===== config.mk =====
export PLATFORM = sky130hd
export DESIGN_NAME = qr_decomposition_givens
export DESIGN_NICKNAME = d
export VERILOG_FILES = /design/src/hw/rtl/qrg_pkg.sv /design/src/hw/rtl/qr_decomposition_givens.sv /design/src/hw/rtl/qrg_ram.sv /design/src/hw/rtl/qrg_datapath.sv /design/src/hw/rtl/qrg_ctrl.sv
export SDC_FILE = /design/constraint.sdc
export NUM_CORES = 2
export LEC_CHECK = 0
export BUFFER_PORTS_ARGS = -buffer_cell sky130_fd_sc_hd__buf_2
export CORE_ASPECT_RATIO = 1.2
export CORE_MARGIN = 3
export CORE_UTILIZATION = 30
export DETAILED_ROUTE_END_ITERATION = 7
export PLACE_DENSITY = 0.53
export SYNTH_ARGS = -nofsm -noshare
export SYNTH_HDL_FRONTEND = slang
export SYNTH_SLANG_ARGS = --single-unit

===== constraint.sdc =====
create_clock -name i_clk -period 8.85 [get_ports i_clk]
set_input_delay 1.3275 -clock i_clk [delete_from_list [all_inputs] [get_ports i_clk]]
set_output_delay 1.3275 -clock i_clk [all_outputs]
set_load 0.005 [all_outputs]

===== src/hw/rtl/qrg_pkg.sv =====
// Shared constants, command codes and types for the Givens QR block.
`default_nettype none
package qrg_pkg;

    localparam int ROWS_DEF  = 4;
    localparam int COLS_DEF  = 4;
    localparam int DATA_W    = 32;
    localparam int CS_W      = 18;
    localparam int ITER_STEPS = 17;

    localparam logic signed [CS_W-1:0] CS_ONE = 18'sd65536;
    localparam logic [DATA_W-1:0]      FX_ONE = 32'h0001_0000;

    // datapath operations
    localparam logic [3:0] OP_NONE      = 4'd0;
    localparam logic [3:0] OP_LDA       = 4'd1;
    localparam logic [3:0] OP_LDB       = 4'd2;
    localparam logic [3:0] OP_LDX       = 4'd3;
    localparam logic [3:0] OP_LDY       = 4'd4;
    localparam logic [3:0] OP_SPECIAL   = 4'd5;
    localparam logic [3:0] OP_DIV_RATIO = 4'd6;
    localparam logic [3:0] OP_DIV_U     = 4'd7;
    localparam logic [3:0] OP_DIV_STEP  = 4'd8;
    localparam logic [3:0] OP_SAVE_RA   = 4'd9;
    localparam logic [3:0] OP_SQ_INIT   = 4'd10;
    localparam logic [3:0] OP_SQ_STEP   = 4'd11;
    localparam logic [3:0] OP_SAVE_U    = 4'd12;
    localparam logic [3:0] OP_SET_CS    = 4'd13;

    // multiplier operand select
    localparam logic [2:0] MS_HOLD = 3'd0;
    localparam logic [2:0] MS_RR   = 3'd1;
    localparam logic [2:0] MS_UR   = 3'd2;
    localparam logic [2:0] MS_CX   = 3'd3;
    localparam logic [2:0] MS_SY   = 3'd4;
    localparam logic [2:0] MS_SX   = 3'd5;
    localparam logic [2:0] MS_CY   = 3'd6;

    // accumulator operations
    localparam logic [1:0] AC_HOLD = 2'd0;
    localparam logic [1:0] AC_LOAD = 2'd1;
    localparam logic [1:0] AC_SUB  = 2'd2;
    localparam logic [1:0] AC_ADD  = 2'd3;

    // store write source
    localparam logic [1:0] WS_ELEM = 2'd0;
    localparam logic [1:0] WS_RES  = 2'd1;
    localparam logic [1:0] WS_ONE  = 2'd2;
    localparam logic [1:0] WS_ZERO = 2'd3;

    typedef struct packed {
        logic [3:0] op;
        logic [2:0] mul_sel;
        logic [1:0] acc_op;
        logic       res_en;
        logic       rd_q;
        logic       wr_r;
        logic       wr_q;
        logic [1:0] wr_src;
    } t_dp_cmd;

    typedef struct packed {
        logic special;
    } t_dp_status;

endpackage
`default_nettype wire


===== src/hw/rtl/qr_decomposition_givens.sv =====
// Top level of the Givens-rotation QR decomposition block.
`default_nettype none
// Load a ROWS x COLS matrix (COLS <= ROWS) one signed Q16.16 word per cycle,
// row-major, with start while busy is low. The word that completes the matrix
// raises busy. The block sets Q to the identity, then runs one Givens rotation
// per entry below the diagonal. A rotation with neither operand zero first runs
// two 17-step divides and a 17-step square root; every rotation then updates its
// COLS + ROWS element pairs in turn through the single multiplier. It then emits
// Q and R row-major, one word per cycle on o_valid (ROWS*ROWS + ROWS*COLS words);
// the receiver cannot stall.
module qr_decomposition_givens #(
    parameter int ROWS = qrg_pkg::ROWS_DEF,
    parameter int COLS = qrg_pkg::COLS_DEF
) (
    input  wire logic                              i_clk,
    input  wire logic                              i_rst_n,
    input  wire logic                              start,
    input  wire logic signed [qrg_pkg::DATA_W-1:0] i_element,
    output logic                                   busy,
    output logic                                   o_valid,
    output logic                                   o_which_matrix,
    output logic [1:0]                             o_row,
    output logic [1:0]                             o_col,
    output logic signed [qrg_pkg::DATA_W-1:0]      o_value,
    output logic                                   o_last_of_run
);
    import qrg_pkg::*;

    t_dp_cmd    cmd;
    t_dp_status status;
    logic [$clog2(ROWS*COLS)-1:0] raddr_r;
    logic [$clog2(ROWS*ROWS)-1:0] raddr_q, waddr;

    qrg_ctrl #(.ROWS(ROWS), .COLS(COLS)) u_ctrl (
        .i_clk         (i_clk),
        .i_rst_n       (i_rst_n),
        .i_start       (start),
        .i_status      (status),
        .o_busy        (busy),
        .o_cmd         (cmd),
        .o_raddr_r     (raddr_r),
        .o_raddr_q     (raddr_q),
        .o_waddr       (waddr),
        .o_valid       (o_valid),
        .o_which_matrix(o_which_matrix),
        .o_row         (o_row),
        .o_col         (o_col),
        .o_last_of_run (o_last_of_run)
    );

    qrg_datapath #(.ROWS(ROWS), .COLS(COLS)) u_dp (
        .i_clk    (i_clk),
        .i_cmd    (cmd),
        .i_raddr_r(raddr_r),
        .i_raddr_q(raddr_q),
        .i_waddr  (waddr),
        .i_element(i_element),
        .o_status (status),
        .o_value  (o_value)
    );
endmodule
`default_nettype wire


===== src/hw/rtl/qrg_ram.sv =====
// Generic single-write, single-read RAM with registered read data.
`default_nettype none
module qrg_ram #(
    parameter int WIDTH = 32,
    parameter int DEPTH = 16
) (
    input  wire logic                     i_clk,
    input  wire logic                     i_we,
    input  wire logic [$clog2(DEPTH)-1:0] i_waddr,
    input  wire logic [WIDTH-1:0]         i_wdata,
    input  wire logic [$clog2(DEPTH)-1:0] i_raddr,
    output logic      [WIDTH-1:0]         o_rdata
);
    logic [WIDTH-1:0] r_mem [DEPTH];

    always_ff @(posedge i_clk) begin
        if (i_we) begin
            r_mem[i_waddr] <= i_wdata;
        end
        o_rdata <= r_mem[i_raddr];
    end
endmodule
`default_nettype wire


===== src/hw/rtl/qrg_datapath.sv =====
// Datapath: R and Q stores, divider, square root, multiplier and accumulator.
`default_nettype none
module qrg_datapath #(
    parameter int ROWS = qrg_pkg::ROWS_DEF,
    parameter int COLS = qrg_pkg::COLS_DEF
) (
    input  wire logic                                  i_clk,
    input  wire qrg_pkg::t_dp_cmd                      i_cmd,
    input  wire logic [$clog2(ROWS*COLS)-1:0]          i_raddr_r,
    input  wire logic [$clog2(ROWS*ROWS)-1:0]          i_raddr_q,
    input  wire logic [$clog2(ROWS*ROWS)-1:0]          i_waddr,
    input  wire logic signed [qrg_pkg::DATA_W-1:0]     i_element,
    output qrg_pkg::t_dp_status                        o_status,
    output logic signed [qrg_pkg::DATA_W-1:0]          o_value
);
    import qrg_pkg::*;

    localparam int RAW = $clog2(ROWS*COLS);

    logic [DATA_W-1:0] rdata_r, rdata_q, wdata;
    logic signed [DATA_W-1:0] rd;
    logic r_rsel;

    logic signed [DATA_W-1:0] r_a, r_b, r_x, r_y, r_res;
    logic a_neg, b_neg, a_zero, b_zero, b_gt;
    logic [31:0] ma, mb, small_mag, large_mag;

    logic [31:0] r_rem, r_den;
    logic [16:0] r_dlo, r_quo, r_ra, r_u;
    logic [33:0] div_diff;
    logic        div_take;

    logic [33:0] r_sv;
    logic [18:0] r_srem;
    logic [16:0] r_root;
    logic [20:0] sq_rem2, sq_trial;
    logic [21:0] sq_diff;
    logic        sq_take;
    logic [17:0] t_val;

    logic signed [CS_W-1:0] r_c, r_s, u_pos, m_pos;
    logic signed [32:0] mul_a;
    logic signed [18:0] mul_b;
    logic signed [51:0] prod_w, r_prod, r_acc, biased;
    logic signed [35:0] sh;
    logic [DATA_W-1:0] res_v;
    logic fits;

    qrg_ram #(.WIDTH(DATA_W), .DEPTH(ROWS*COLS)) u_rram (
        .i_clk  (i_clk),
        .i_we   (i_cmd.wr_r),
        .i_waddr(i_waddr[RAW-1:0]),
        .i_wdata(wdata),
        .i_raddr(i_raddr_r),
        .o_rdata(rdata_r)
    );

    qrg_ram #(.WIDTH(DATA_W), .DEPTH(ROWS*ROWS)) u_qram (
        .i_clk  (i_clk),
        .i_we   (i_cmd.wr_q),
        .i_waddr(i_waddr),
        .i_wdata(wdata),
        .i_raddr(i_raddr_q),
        .o_rdata(rdata_q)
    );

    always_comb begin
        unique case (i_cmd.wr_src)
            WS_ELEM: wdata = i_element;
            WS_RES:  wdata = r_res;
            WS_ONE:  wdata = FX_ONE;
            default: wdata = '0;
        endcase
    end

    assign rd      = r_rsel ? rdata_q : rdata_r;
    assign o_value = rd;

    // operand analysis
    assign a_neg     = r_a[31];
    assign b_neg     = r_b[31];
    assign a_zero    = (r_a == '0);
    assign b_zero    = (r_b == '0);
    assign ma        = a_neg ? (~r_a + 32'd1) : r_a;
    assign mb        = b_neg ? (~r_b + 32'd1) : r_b;
    assign b_gt      = (mb > ma);
    assign small_mag = b_gt ? ma : mb;
    assign large_mag = b_gt ? mb : ma;
    assign o_status.special = a_zero | b_zero;

    // restoring divider, one quotient bit per step
    assign div_diff = {1'b0, r_rem, r_dlo[16]} - {2'b00, r_den};
    assign div_take = ~div_diff[33];

    // digit-by-digit square root, two radicand bits per step
    assign sq_rem2  = {r_srem, r_sv[33:32]};
    assign sq_trial = {2'b00, r_root, 2'b01};
    assign sq_diff  = {1'b0, sq_rem2} - {1'b0, sq_trial};
    assign sq_take  = ~sq_diff[21];
    assign t_val    = 18'd65536 + {1'b0, r_prod[32:16]};

    assign u_pos = {1'b0, r_u};
    assign m_pos = {1'b0, r_prod[32:16]};

    always_comb begin
        unique case (i_cmd.mul_sel)
            MS_RR:   begin mul_a = {16'b0, r_ra}; mul_b = {2'b00, r_ra}; end
            MS_UR:   begin mul_a = {16'b0, r_u};  mul_b = {2'b00, r_ra}; end
            MS_CX:   begin mul_a = 33'(r_x); mul_b = 19'(r_c); end
            MS_SY:   begin mul_a = 33'(r_y); mul_b = 19'(r_s); end
            MS_SX:   begin mul_a = 33'(r_x); mul_b = 19'(r_s); end
            MS_CY:   begin mul_a = 33'(r_y); mul_b = 19'(r_c); end
            default: begin mul_a = '0; mul_b = '0; end
        endcase
    end
    assign prod_w = mul_a * mul_b;

    // divide by 2^16 toward zero, then saturate
    assign biased = r_acc + (r_acc[51] ? 52'sd65535 : 52'sd0);
    assign sh     = biased[51:16];
    assign fits   = (&sh[35:31]) | ~(|sh[35:31]);
    assign res_v  = fits ? sh[31:0] : (sh[35] ? 32'h8000_0000 : 32'h7fff_ffff);

    always_ff @(posedge i_clk) begin
        r_rsel <= i_cmd.rd_q;
        if (i_cmd.mul_sel != MS_HOLD) begin
            r_prod <= prod_w;
        end
        unique case (i_cmd.acc_op)
            AC_LOAD: r_acc <= r_prod;
            AC_SUB:  r_acc <= r_acc - r_prod;
            AC_ADD:  r_acc <= r_acc + r_prod;
            default: r_acc <= r_acc;
        endcase
        if (i_cmd.res_en) begin
            r_res <= res_v;
        end
        unique case (i_cmd.op)
            OP_LDA: r_a <= rd;
            OP_LDB: r_b <= rd;
            OP_LDX: r_x <= rd;
            OP_LDY: r_y <= rd;
            OP_SPECIAL: begin
                if (b_zero) begin
                    r_c <= a_neg ? -CS_ONE : CS_ONE;
                    r_s <= '0;
                end else begin
                    r_c <= '0;
                    r_s <= b_neg ? CS_ONE : -CS_ONE;
                end
            end
            OP_DIV_RATIO: begin
                r_rem <= {1'b0, small_mag[31:1]};
                r_dlo <= {small_mag[0], 16'b0};
                r_den <= large_mag;
                r_quo <= '0;
            end
            OP_DIV_U: begin
                r_rem <= 32'h0000_8000;
                r_dlo <= '0;
                r_den <= {15'b0, r_root};
                r_quo <= '0;
            end
            OP_DIV_STEP: begin
                r_rem <= div_take ? div_diff[31:0] : {r_rem[30:0], r_dlo[16]};
                r_dlo <= {r_dlo[15:0], 1'b0};
                r_quo <= {r_quo[15:0], div_take};
            end
            OP_SAVE_RA: r_ra <= r_quo;
            OP_SQ_INIT: begin
                r_sv   <= {t_val, 16'b0};
                r_srem <= '0;
                r_root <= '0;
            end
            OP_SQ_STEP: begin
                r_srem <= sq_take ? sq_diff[18:0] : sq_rem2[18:0];
                r_root <= {r_root[15:0], sq_take};
                r_sv   <= {r_sv[31:0], 2'b00};
            end
            OP_SAVE_U: r_u <= r_quo;
            OP_SET_CS: begin
                if (b_gt) begin
                    r_c <= a_neg ? -m_pos : m_pos;
                    r_s <= b_neg ? u_pos : -u_pos;
                end else begin
                    r_c <= a_neg ? -u_pos : u_pos;
                    r_s <= b_neg ? m_pos : -m_pos;
                end
            end
            default: ;
        endcase
    end
endmodule
`default_nettype wire


===== src/hw/rtl/qrg_ctrl.sv =====
// Controller: load counting, rotation sequencing and result emission.
`default_nettype none
module qrg_ctrl #(
    parameter int ROWS = qrg_pkg::ROWS_DEF,
    parameter int COLS = qrg_pkg::COLS_DEF
) (
    input  wire logic                          i_clk,
    input  wire logic                          i_rst_n,
    input  wire logic                          i_start,
    input  wire qrg_pkg::t_dp_status           i_status,
    output logic                               o_busy,
    output qrg_pkg::t_dp_cmd                   o_cmd,
    output logic [$clog2(ROWS*COLS)-1:0]       o_raddr_r,
    output logic [$clog2(ROWS*ROWS)-1:0]       o_raddr_q,
    output logic [$clog2(ROWS*ROWS)-1:0]       o_waddr,
    output logic                               o_valid,
    output logic                               o_which_matrix,
    output logic [1:0]                         o_row,
    output logic [1:0]                         o_col,
    output logic                               o_last_of_run
);
    import qrg_pkg::*;

    localparam int RAW    = $clog2(ROWS*COLS);
    localparam int QAW    = $clog2(ROWS*ROWS);
    localparam int RW     = $clog2(ROWS);
    localparam int R_SIZE = ROWS * COLS;

    localparam logic [4:0] ST_LOAD  = 5'd0;
    localparam logic [4:0] ST_QINIT = 5'd1;
    localparam logic [4:0] ST_RA    = 5'd2;
    localparam logic [4:0] ST_RB    = 5'd3;
    localparam logic [4:0] ST_LB    = 5'd4;
    localparam logic [4:0] ST_CHK   = 5'd5;
    localparam logic [4:0] ST_DIV1  = 5'd6;
    localparam logic [4:0] ST_SRA   = 5'd7;
    localparam logic [4:0] ST_MRR   = 5'd8;
    localparam logic [4:0] ST_SQI   = 5'd9;
    localparam logic [4:0] ST_SQ    = 5'd10;
    localparam logic [4:0] ST_D2I   = 5'd11;
    localparam logic [4:0] ST_DIV2  = 5'd12;
    localparam logic [4:0] ST_SU    = 5'd13;
    localparam logic [4:0] ST_MUR   = 5'd14;
    localparam logic [4:0] ST_CS    = 5'd15;
    localparam logic [4:0] ST_PAIR  = 5'd16;
    localparam logic [4:0] ST_EMIT  = 5'd17;

    // element rotation steps
    localparam logic [3:0] PS_RDX = 4'd0;
    localparam logic [3:0] PS_RDY = 4'd1;
    localparam logic [3:0] PS_LDY = 4'd2;
    localparam logic [3:0] PS_MCX = 4'd3;
    localparam logic [3:0] PS_MSY = 4'd4;
    localparam logic [3:0] PS_MSX = 4'd5;
    localparam logic [3:0] PS_MCY = 4'd6;
    localparam logic [3:0] PS_WRX = 4'd7;
    localparam logic [3:0] PS_RSY = 4'd8;
    localparam logic [3:0] PS_WRY = 4'd9;

    logic [4:0]    r_state, n_state;
    logic [RAW-1:0] r_lc, n_lc;
    logic [4:0]    r_cnt, n_cnt;
    logic [3:0]    r_step, n_step;
    logic [RW-1:0] r_i, n_i, r_j, n_j, r_k, n_k, r_row, n_row, r_col, n_col;
    logic          r_onq, n_onq, r_mat, n_mat;
    logic          r_valid, n_valid;
    logic          r_emat, n_emat, r_elast, n_elast;
    logic [1:0]    r_erow, n_erow, r_ecol, n_ecol;

    logic [RW-1:0]  im1;
    logic [RAW-1:0] xr, yr;
    logic [QAW-1:0] xq, yq;
    logic           iter_end, col_end;

    function automatic logic [RAW-1:0] raddr(input logic [RW-1:0] row, input logic [RW-1:0] col);
        raddr = RAW'(row) * RAW'(COLS) + RAW'(col);
    endfunction

    function automatic logic [QAW-1:0] qaddr(input logic [RW-1:0] row, input logic [RW-1:0] col);
        qaddr = QAW'(row) * QAW'(ROWS) + QAW'(col);
    endfunction

    assign im1      = r_i - RW'(1);
    assign xr       = raddr(im1, r_k);
    assign yr       = raddr(r_i, r_k);
    assign xq       = qaddr(r_k, im1);
    assign yq       = qaddr(r_k, r_i);
    assign iter_end = (r_cnt == 5'(ITER_STEPS - 1));
    assign col_end  = r_mat ? (r_col == RW'(COLS - 1)) : (r_col == RW'(ROWS - 1));

    assign o_busy         = (r_state != ST_LOAD);
    assign o_valid        = r_valid;
    assign o_which_matrix = r_emat;
    assign o_row          = r_erow;
    assign o_col          = r_ecol;
    assign o_last_of_run  = r_elast;

    always_comb begin
        n_state = r_state;
        n_lc    = r_lc;
        n_cnt   = r_cnt;
        n_step  = r_step;
        n_i     = r_i;
        n_j     = r_j;
        n_k     = r_k;
        n_row   = r_row;
        n_col   = r_col;
        n_onq   = r_onq;
        n_mat   = r_mat;
        n_valid = 1'b0;
        n_emat  = r_emat;
        n_erow  = r_erow;
        n_ecol  = r_ecol;
        n_elast = 1'b0;
        o_cmd   = '{op: OP_NONE, mul_sel: MS_HOLD, acc_op: AC_HOLD, res_en: 1'b0,
                    rd_q: 1'b0, wr_r: 1'b0, wr_q: 1'b0, wr_src: WS_ELEM};
        o_raddr_r = '0;
        o_raddr_q = '0;
        o_waddr   = '0;

        unique case (r_state)
            ST_LOAD: begin
                if (i_start) begin
                    o_cmd.wr_r = 1'b1;
                    o_waddr    = QAW'(r_lc);
                    if (r_lc == RAW'(R_SIZE - 1)) begin
                        n_lc    = '0;
                        n_row   = '0;
                        n_col   = '0;
                        n_state = ST_QINIT;
                    end else begin
                        n_lc = r_lc + RAW'(1);
                    end
                end
            end
            ST_QINIT: begin
                o_cmd.wr_q   = 1'b1;
                o_cmd.wr_src = (r_row == r_col) ? WS_ONE : WS_ZERO;
                o_waddr      = qaddr(r_row, r_col);
                if (r_col == RW'(ROWS - 1)) begin
                    n_col = '0;
                    if (r_row == RW'(ROWS - 1)) begin
                        n_i     = RW'(ROWS - 1);
                        n_j     = '0;
                        n_state = ST_RA;
                    end else begin
                        n_row = r_row + RW'(1);
                    end
                end else begin
                    n_col = r_col + RW'(1);
                end
            end
            ST_RA: begin
                o_raddr_r = raddr(im1, r_j);
                n_state   = ST_RB;
            end
            ST_RB: begin
                o_raddr_r = raddr(r_i, r_j);
                o_cmd.op  = OP_LDA;
                n_state   = ST_LB;
            end
            ST_LB: begin
                o_cmd.op = OP_LDB;
                n_state  = ST_CHK;
            end
            ST_CHK: begin
                n_cnt  = '0;
                n_k    = '0;
                n_onq  = 1'b0;
                n_step = PS_RDX;
                if (i_status.special) begin
                    o_cmd.op = OP_SPECIAL;
                    n_state  = ST_PAIR;
                end else begin
                    o_cmd.op = OP_DIV_RATIO;
                    n_state  = ST_DIV1;
                end
            end
            ST_DIV1: begin
                o_cmd.op = OP_DIV_STEP;
                n_cnt    = r_cnt + 5'd1;
                if (iter_end) begin
                    n_state = ST_SRA;
                end
            end
            ST_SRA: begin
                o_cmd.op = OP_SAVE_RA;
                n_state  = ST_MRR;
            end
            ST_MRR: begin
                o_cmd.mul_sel = MS_RR;
                n_state       = ST_SQI;
            end
            ST_SQI: begin
                o_cmd.op = OP_SQ_INIT;
                n_cnt    = '0;
                n_state  = ST_SQ;
            end
            ST_SQ: begin
                o_cmd.op = OP_SQ_STEP;
                n_cnt    = r_cnt + 5'd1;
                if (iter_end) begin
                    n_state = ST_D2I;
                end
            end
            ST_D2I: begin
                o_cmd.op = OP_DIV_U;
                n_cnt    = '0;
                n_state  = ST_DIV2;
            end
            ST_DIV2: begin
                o_cmd.op = OP_DIV_STEP;
                n_cnt    = r_cnt + 5'd1;
                if (iter_end) begin
                    n_state = ST_SU;
                end
            end
            ST_SU: begin
                o_cmd.op = OP_SAVE_U;
                n_state  = ST_MUR;
            end
            ST_MUR: begin
                o_cmd.mul_sel = MS_UR;
                n_state       = ST_CS;
            end
            ST_CS: begin
                o_cmd.op = OP_SET_CS;
                n_state  = ST_PAIR;
            end
            ST_PAIR: begin
                o_cmd.rd_q   = r_onq;
                o_cmd.wr_src = WS_RES;
                n_step       = r_step + 4'd1;
                unique case (r_step)
                    PS_RDX: begin
                        o_raddr_r = xr;
                        o_raddr_q = xq;
                    end
                    PS_RDY: begin
                        o_raddr_r = yr;
                        o_raddr_q = yq;
                        o_cmd.op  = OP_LDX;
                    end
                    PS_LDY: o_cmd.op = OP_LDY;
                    PS_MCX: o_cmd.mul_sel = MS_CX;
                    PS_MSY: begin
                        o_cmd.mul_sel = MS_SY;
                        o_cmd.acc_op  = AC_LOAD;
                    end
                    PS_MSX: begin
                        o_cmd.mul_sel = MS_SX;
                        o_cmd.acc_op  = AC_SUB;
                    end
                    PS_MCY: begin
                        o_cmd.mul_sel = MS_CY;
                        o_cmd.acc_op  = AC_LOAD;
                        o_cmd.res_en  = 1'b1;
                    end
                    PS_WRX: begin
                        o_cmd.acc_op = AC_ADD;
                        o_cmd.wr_r   = ~r_onq;
                        o_cmd.wr_q   = r_onq;
                        o_waddr      = r_onq ? xq : QAW'(xr);
                    end
                    PS_RSY: o_cmd.res_en = 1'b1;
                    PS_WRY: begin
                        o_cmd.wr_r = ~r_onq;
                        o_cmd.wr_q = r_onq;
                        o_waddr    = r_onq ? yq : QAW'(yr);
                        n_step     = PS_RDX;
                        if (!r_onq) begin
                            if (r_k == RW'(COLS - 1)) begin
                                n_k   = '0;
                                n_onq = 1'b1;
                            end else begin
                                n_k = r_k + RW'(1);
                            end
                        end else if (r_k != RW'(ROWS - 1)) begin
                            n_k = r_k + RW'(1);
                        end else if (int'(r_i) > int'(r_j) + 1) begin
                            n_i     = im1;
                            n_state = ST_RA;
                        end else if (int'(r_j) + 1 < COLS && int'(r_j) + 2 < ROWS) begin
                            n_j     = r_j + RW'(1);
                            n_i     = RW'(ROWS - 1);
                            n_state = ST_RA;
                        end else begin
                            n_row   = '0;
                            n_col   = '0;
                            n_mat   = 1'b0;
                            n_state = ST_EMIT;
                        end
                    end
                    default: n_step = PS_RDX;
                endcase
            end
            ST_EMIT: begin
                o_cmd.rd_q = ~r_mat;
                o_raddr_r  = raddr(r_row, r_col);
                o_raddr_q  = qaddr(r_row, r_col);
                n_valid    = 1'b1;
                n_emat     = r_mat;
                n_erow     = 2'(r_row);
                n_ecol     = 2'(r_col);
                if (col_end) begin
                    n_col = '0;
                    if (r_row == RW'(ROWS - 1)) begin
                        n_row = '0;
                        if (r_mat) begin
                            n_elast = 1'b1;
                            n_state = ST_LOAD;
                        end else begin
                            n_mat = 1'b1;
                        end
                    end else begin
                        n_row = r_row + RW'(1);
                    end
                end else begin
                    n_col = r_col + RW'(1);
                end
            end
            default: n_state = ST_LOAD;
        endcase
    end

    always_ff @(posedge i_clk) begin
        if (!i_rst_n) begin
            r_state <= ST_LOAD;
            r_lc    <= '0;
            r_valid <= 1'b0;
            r_elast <= 1'b0;
        end else begin
            r_state <= n_state;
            r_lc    <= n_lc;
            r_valid <= n_valid;
            r_elast <= n_elast;
        end
    end

    always_ff @(posedge i_clk) begin
        r_cnt  <= n_cnt;
        r_step <= n_step;
        r_i    <= n_i;
        r_j    <= n_j;
        r_k    <= n_k;
        r_row  <= n_row;
        r_col  <= n_col;
        r_onq  <= n_onq;
        r_mat  <= n_mat;
        r_emat <= n_emat;
        r_erow <= n_erow;
        r_ecol <= n_ecol;
    end

    a_last_ends_run: assert property (@(posedge i_clk) disable iff (!i_rst_n)
        ($fell(o_busy) && $past(i_rst_n)) |-> (o_valid && o_last_of_run))
        else $error("busy dropped without final R word");

    a_valid_from_emit: assert property (@(posedge i_clk) disable iff (!i_rst_n)
        o_valid |-> $past(r_state == ST_EMIT))
        else $error("result strobe outside emission");

    a_full_load_busy: assert property (@(posedge i_clk) disable iff (!i_rst_n)
        (i_start && !o_busy && r_lc == RAW'(R_SIZE - 1)) |=> o_busy)
        else $error("final load did not start decomposition");

    a_last_is_r: assert property (@(posedge i_clk) disable iff (!i_rst_n)
        o_last_of_run |-> (o_valid && o_which_matrix))
        else $error("last flag on a non-R word");
endmodule
`default_nettype wire


==> impl_metrics.yaml <==
run_status:
  status: "finished clean"
die:
  coreArea_um2: 315900
  die_width_um: 520.4
  ios: 75
  dieArea_um2: 324300
  fp.dieH_um: 623.3
  start_util: 0.3016
  core.rowCount: 226
synthesis:
  synthArstFlopShare: 0
  yosys.area.top_type: "edfxtp_1"
  synth_compound_area_frac: 0.1253
  synthAdderAreaFrac: 0.1659
  synth_enable_flop_cells: 1520
  ys_top_cells_by_area: "edfxtp_1 (48%), fa_1 (13%), nand2_1 (4.7%), ha_1 (4.0%), inv_1 (3.1%)"
  netlist-cell-type-count: 96
  yosys_register_bits: 1596
  yosysSeqAreaShare: 0.4952
  synthFlopType: "edfxtp_1"
  syn_nets: 9440
  synth_top_area_frac: 0.4792
  netlist_instances: 8501
  synthSimpleGateAreaFrac: 0.1222
  synth_top_family_by_area: "adder cells"
  synth.area.mux_share: 0.007882
  synth-xor-area-share: 0.03209
  netlist_area_um2: 95250
  syn_avg_cell_area_um2: 11.20
  yosysWarnings: 0
timing:
  whs_ns: 0.4038
  drv_slew: 0
  fin_ws_ns: 0.2355
  relSlewSlack: 0.08834
  period_share: 0.9734
  fin_crit_ns: 8.615
  hold_viol: 0
  clock.fmax_mhz: 116.1
  worst_pin_slew_ns: 1.367
  setup-violations-final: 0
  skew_ns: 0.1228
  finalSetupTns_ns: 0
finish:
  final_util: 0.3479
  nNetsFinal: 9791
  final_layout_size_suffix_gt1_frac: 0.1257
  syn_to_final_growth_pct: 15.38
  fillers: 31316
setup_path:
  r2r_end: "u_dp.r_prod[51]$_DFFE_PP_"
  max_stage_delay_ns: 0.61
  cp-start-kind: "register"
  cpMostUsedCell: "fa_1"
  r2r_cells: 34
  reg2reg_from: "u_ctrl.r_step[0]$_SDFFCE_PN0N_"
  worstPathArrival_ns: 9.20
  worstPathRequired_ns: 9.44
  crit_fanout: 16
  cpMaxStageDelayCell: "fa_1"
  path_class: "register to register"
  endpoint_kind: "register"
  ff2ff_setup_slack_ns: 0.24
global_routing:
  grt_max_degree: 212
  grt_pass1_vias: 68612
  antenna_found_initial: 29
  grt_usage: 0.1906
  grt_pass1_wl_mm: 460.1
  grt_remaining_overflow: 0
detailed_routing:
  wl_mm: 318.4
  drt_pass1_iterations: 7
  via_per_inst: 5.160
  vias: 68128
  ant_nets: 0
  first_iter_violations: 5720
  wl_per_cell_um: 24.12
  drc: 0
clock_tree:
  cts_root_buf: "clkbuf_16"
  clockBufferDepth: 4
  cts_tree: "done"
  ctsHoldBuffers: 0
  clk-insertion-delay-late_ns: 0.84
  cts_num_sinks: 1596
  numCtsBuffers: 170
  htree_levels: 4
  clkSlewWorstSetupHoldPaths_ns: 0.06
place:
  dp_slack_ns: -0.3859
  numPortBuffers: 74
  detailed_place_hpwl_mm: 224.8
  gp_congestion: 0.9745
hold_path:
  min_from: "u_dp.r_sv[17]$_SDFFCE_PN0P_"
  hold_class: "register to register"
  min_to: "u_dp.r_sv[19]$_DFFE_PP_"
  worstHoldPathCells: 2
power_and_ir_drop:
  powerDensity_nw_per_um2: 194.7
  p_leak_nw: 42.19
  ir_worst_vdd_mv: 0.1977
  p_total_mw: 21.39
run:
  cap_violations: 0
[state kept, by name, summed over array words and instances, names as in the netlist, 18 cells and up]
signal,flops
u_dp.u_qram.r_mem,512
u_dp.r_x,32
u_dp.r_res,32
u_dp.r_b,32
u_dp.u_qram.o_rdata,32
u_dp.r_c,18
u_dp.r_sv,18
u_dp.r_y,32
u_dp.r_acc,52
u_dp.r_prod,52
u_dp.u_rram.r_mem,512
u_dp.r_s,18
u_dp.r_rem,32
u_dp.r_srem,19
u_dp.u_rram.o_rdata,32
u_dp.r_den,32
u_dp.r_a,32
[through the flow]
stage,std cells,instance area [um^2]
3_3_place_gp,12889,104300
5_1_grt,13200,109900
6_report,13202,109900
2_1_floorplan,8501,95250
4_1_cts,13191,109600
3_5_place_dp,12889,104300
[cell usage in the layout (no fill, tap or decap), types with 170 or more instances in the layout]
cell	instances
ha_1	304
clkbuf_16	170
nor2_1	571
fa_1	597
a211oi_1	381
xnor2_1	195
a21oi_1	353
inv_1	777
nand2_1	1191
o21ai_0	217
edfxtp_1	1520
buf_4	555
[power breakdown]
group / internal, mW / total, mW / leakage, nW / switching, mW
Clock: 3.88 / 6.87 / 2.56 / 2.98
Combinational: 1.22 / 4.65 / 25.1 / 3.43
Sequential: 9.62 / 9.88 / 14.5 / 0.257
Total: 14.7 / 21.4 / 42.2 / 6.67
[critical path, delay by kind of cell, from the launching register on]
kind            cells  cell delay [ns]
compound gates      8             1.61
fa+ha+maj           9             4.11
flops               1             0.44
xor+xnor            2             0.20
buf+inv             8             1.03
simple gates        7             1.05
[worst max-delay path by stage]
stage / from / endpoint / slack [ns] / depth (start not counted)
after CTS: u_ctrl.r_step[0]$_SDFFCE_PN0N_ / u_dp.r_prod[51]$_DFFE_PP_ / 0.02 / 35
after detailed placement: u_ctrl.r_step[0]$_SDFFCE_PN0N_ / u_dp.r_prod[44]$_DFFE_PP_ / -0.39 / 35
after global routing: u_ctrl.r_step[0]$_SDFFCE_PN0N_ / u_dp.r_prod[51]$_DFFE_PP_ / -0.01 / 34
final: u_ctrl.r_step[0]$_SDFFCE_PN0N_ / u_dp.r_prod[51]$_DFFE_PP_ / 0.24 / 34
after floorplan: u_ctrl.r_step[0]$_SDFFCE_PN0N_ / u_dp.r_prod[50]$_DFFE_PP_ / 0.10 / 32
after global placement: u_ctrl.r_step[0]$_SDFFCE_PN0N_ / u_dp.r_prod[44]$_DFFE_PP_ / -0.34 / 35
[cell type report]
cell class,count,area [um^2],area share
antenna,2,5.005,0.00004554
clock buffer,220,4532,0.04124
clock inverter,82,713.2,0.006490
inverter,778,2920,0.02657
multi-input combinational,5633,43940,0.3998
sequential,1596,47170,0.4292
tap,4218,5278,0.04802
timing repair buffer,673,5341,0.04860
[cell families (layout without fill, tap and decap cells)]
group / count (synthesis) / count (layout)
xor gates and xnor gates: 349 / 349
other: 0 / 2
adders and majority gates: 904 / 904
buffers and inverters: 1272 / 1753
AOI/OAI and AO/OA: 1738 / 1738
muxes: 68 / 68
and+or+nand+nor: 2574 / 2574
DFF: 1596 / 1596
[metal layers]
metal / global-route usage / wire length (um)
met1: 0.2348 / 126600
met2: 0.3346 / 159600
met3: 0.02289 / 16420
met4: 0.08263 / 15800
met5: 0 / 11
[what timing repair did]
item	in CTS	in global routing
resized for setup	7	59
setup buffers	0	8
endpoints found under the setup margin	15	26
cloned	0	1
endpoints found under the hold margin	0	0
pin swaps	2	8
[synthesized netlist by cell type (all sizes together), types with 32 or more instances]
cell    count
ha        306
o21ai     226
a22oi      34
a211oi    382
nor3       72
and3      167
nand2b     48
and2      180
o211ai     36
clkbuf    370
a311oi    131
a21o       78
buf       124
nand3      60
nand4      39
nor2      613
fa        598
edfxtp   1520
a22o       66
o31ai      32
nor2b      49
xnor2     196
a31oi     160
inv       777
mux2       36
or3        38
xor2      153
a21oi     360
nand2    1202
dfxtp      76
Note: power is estimated with default switching activity, not from simulation.
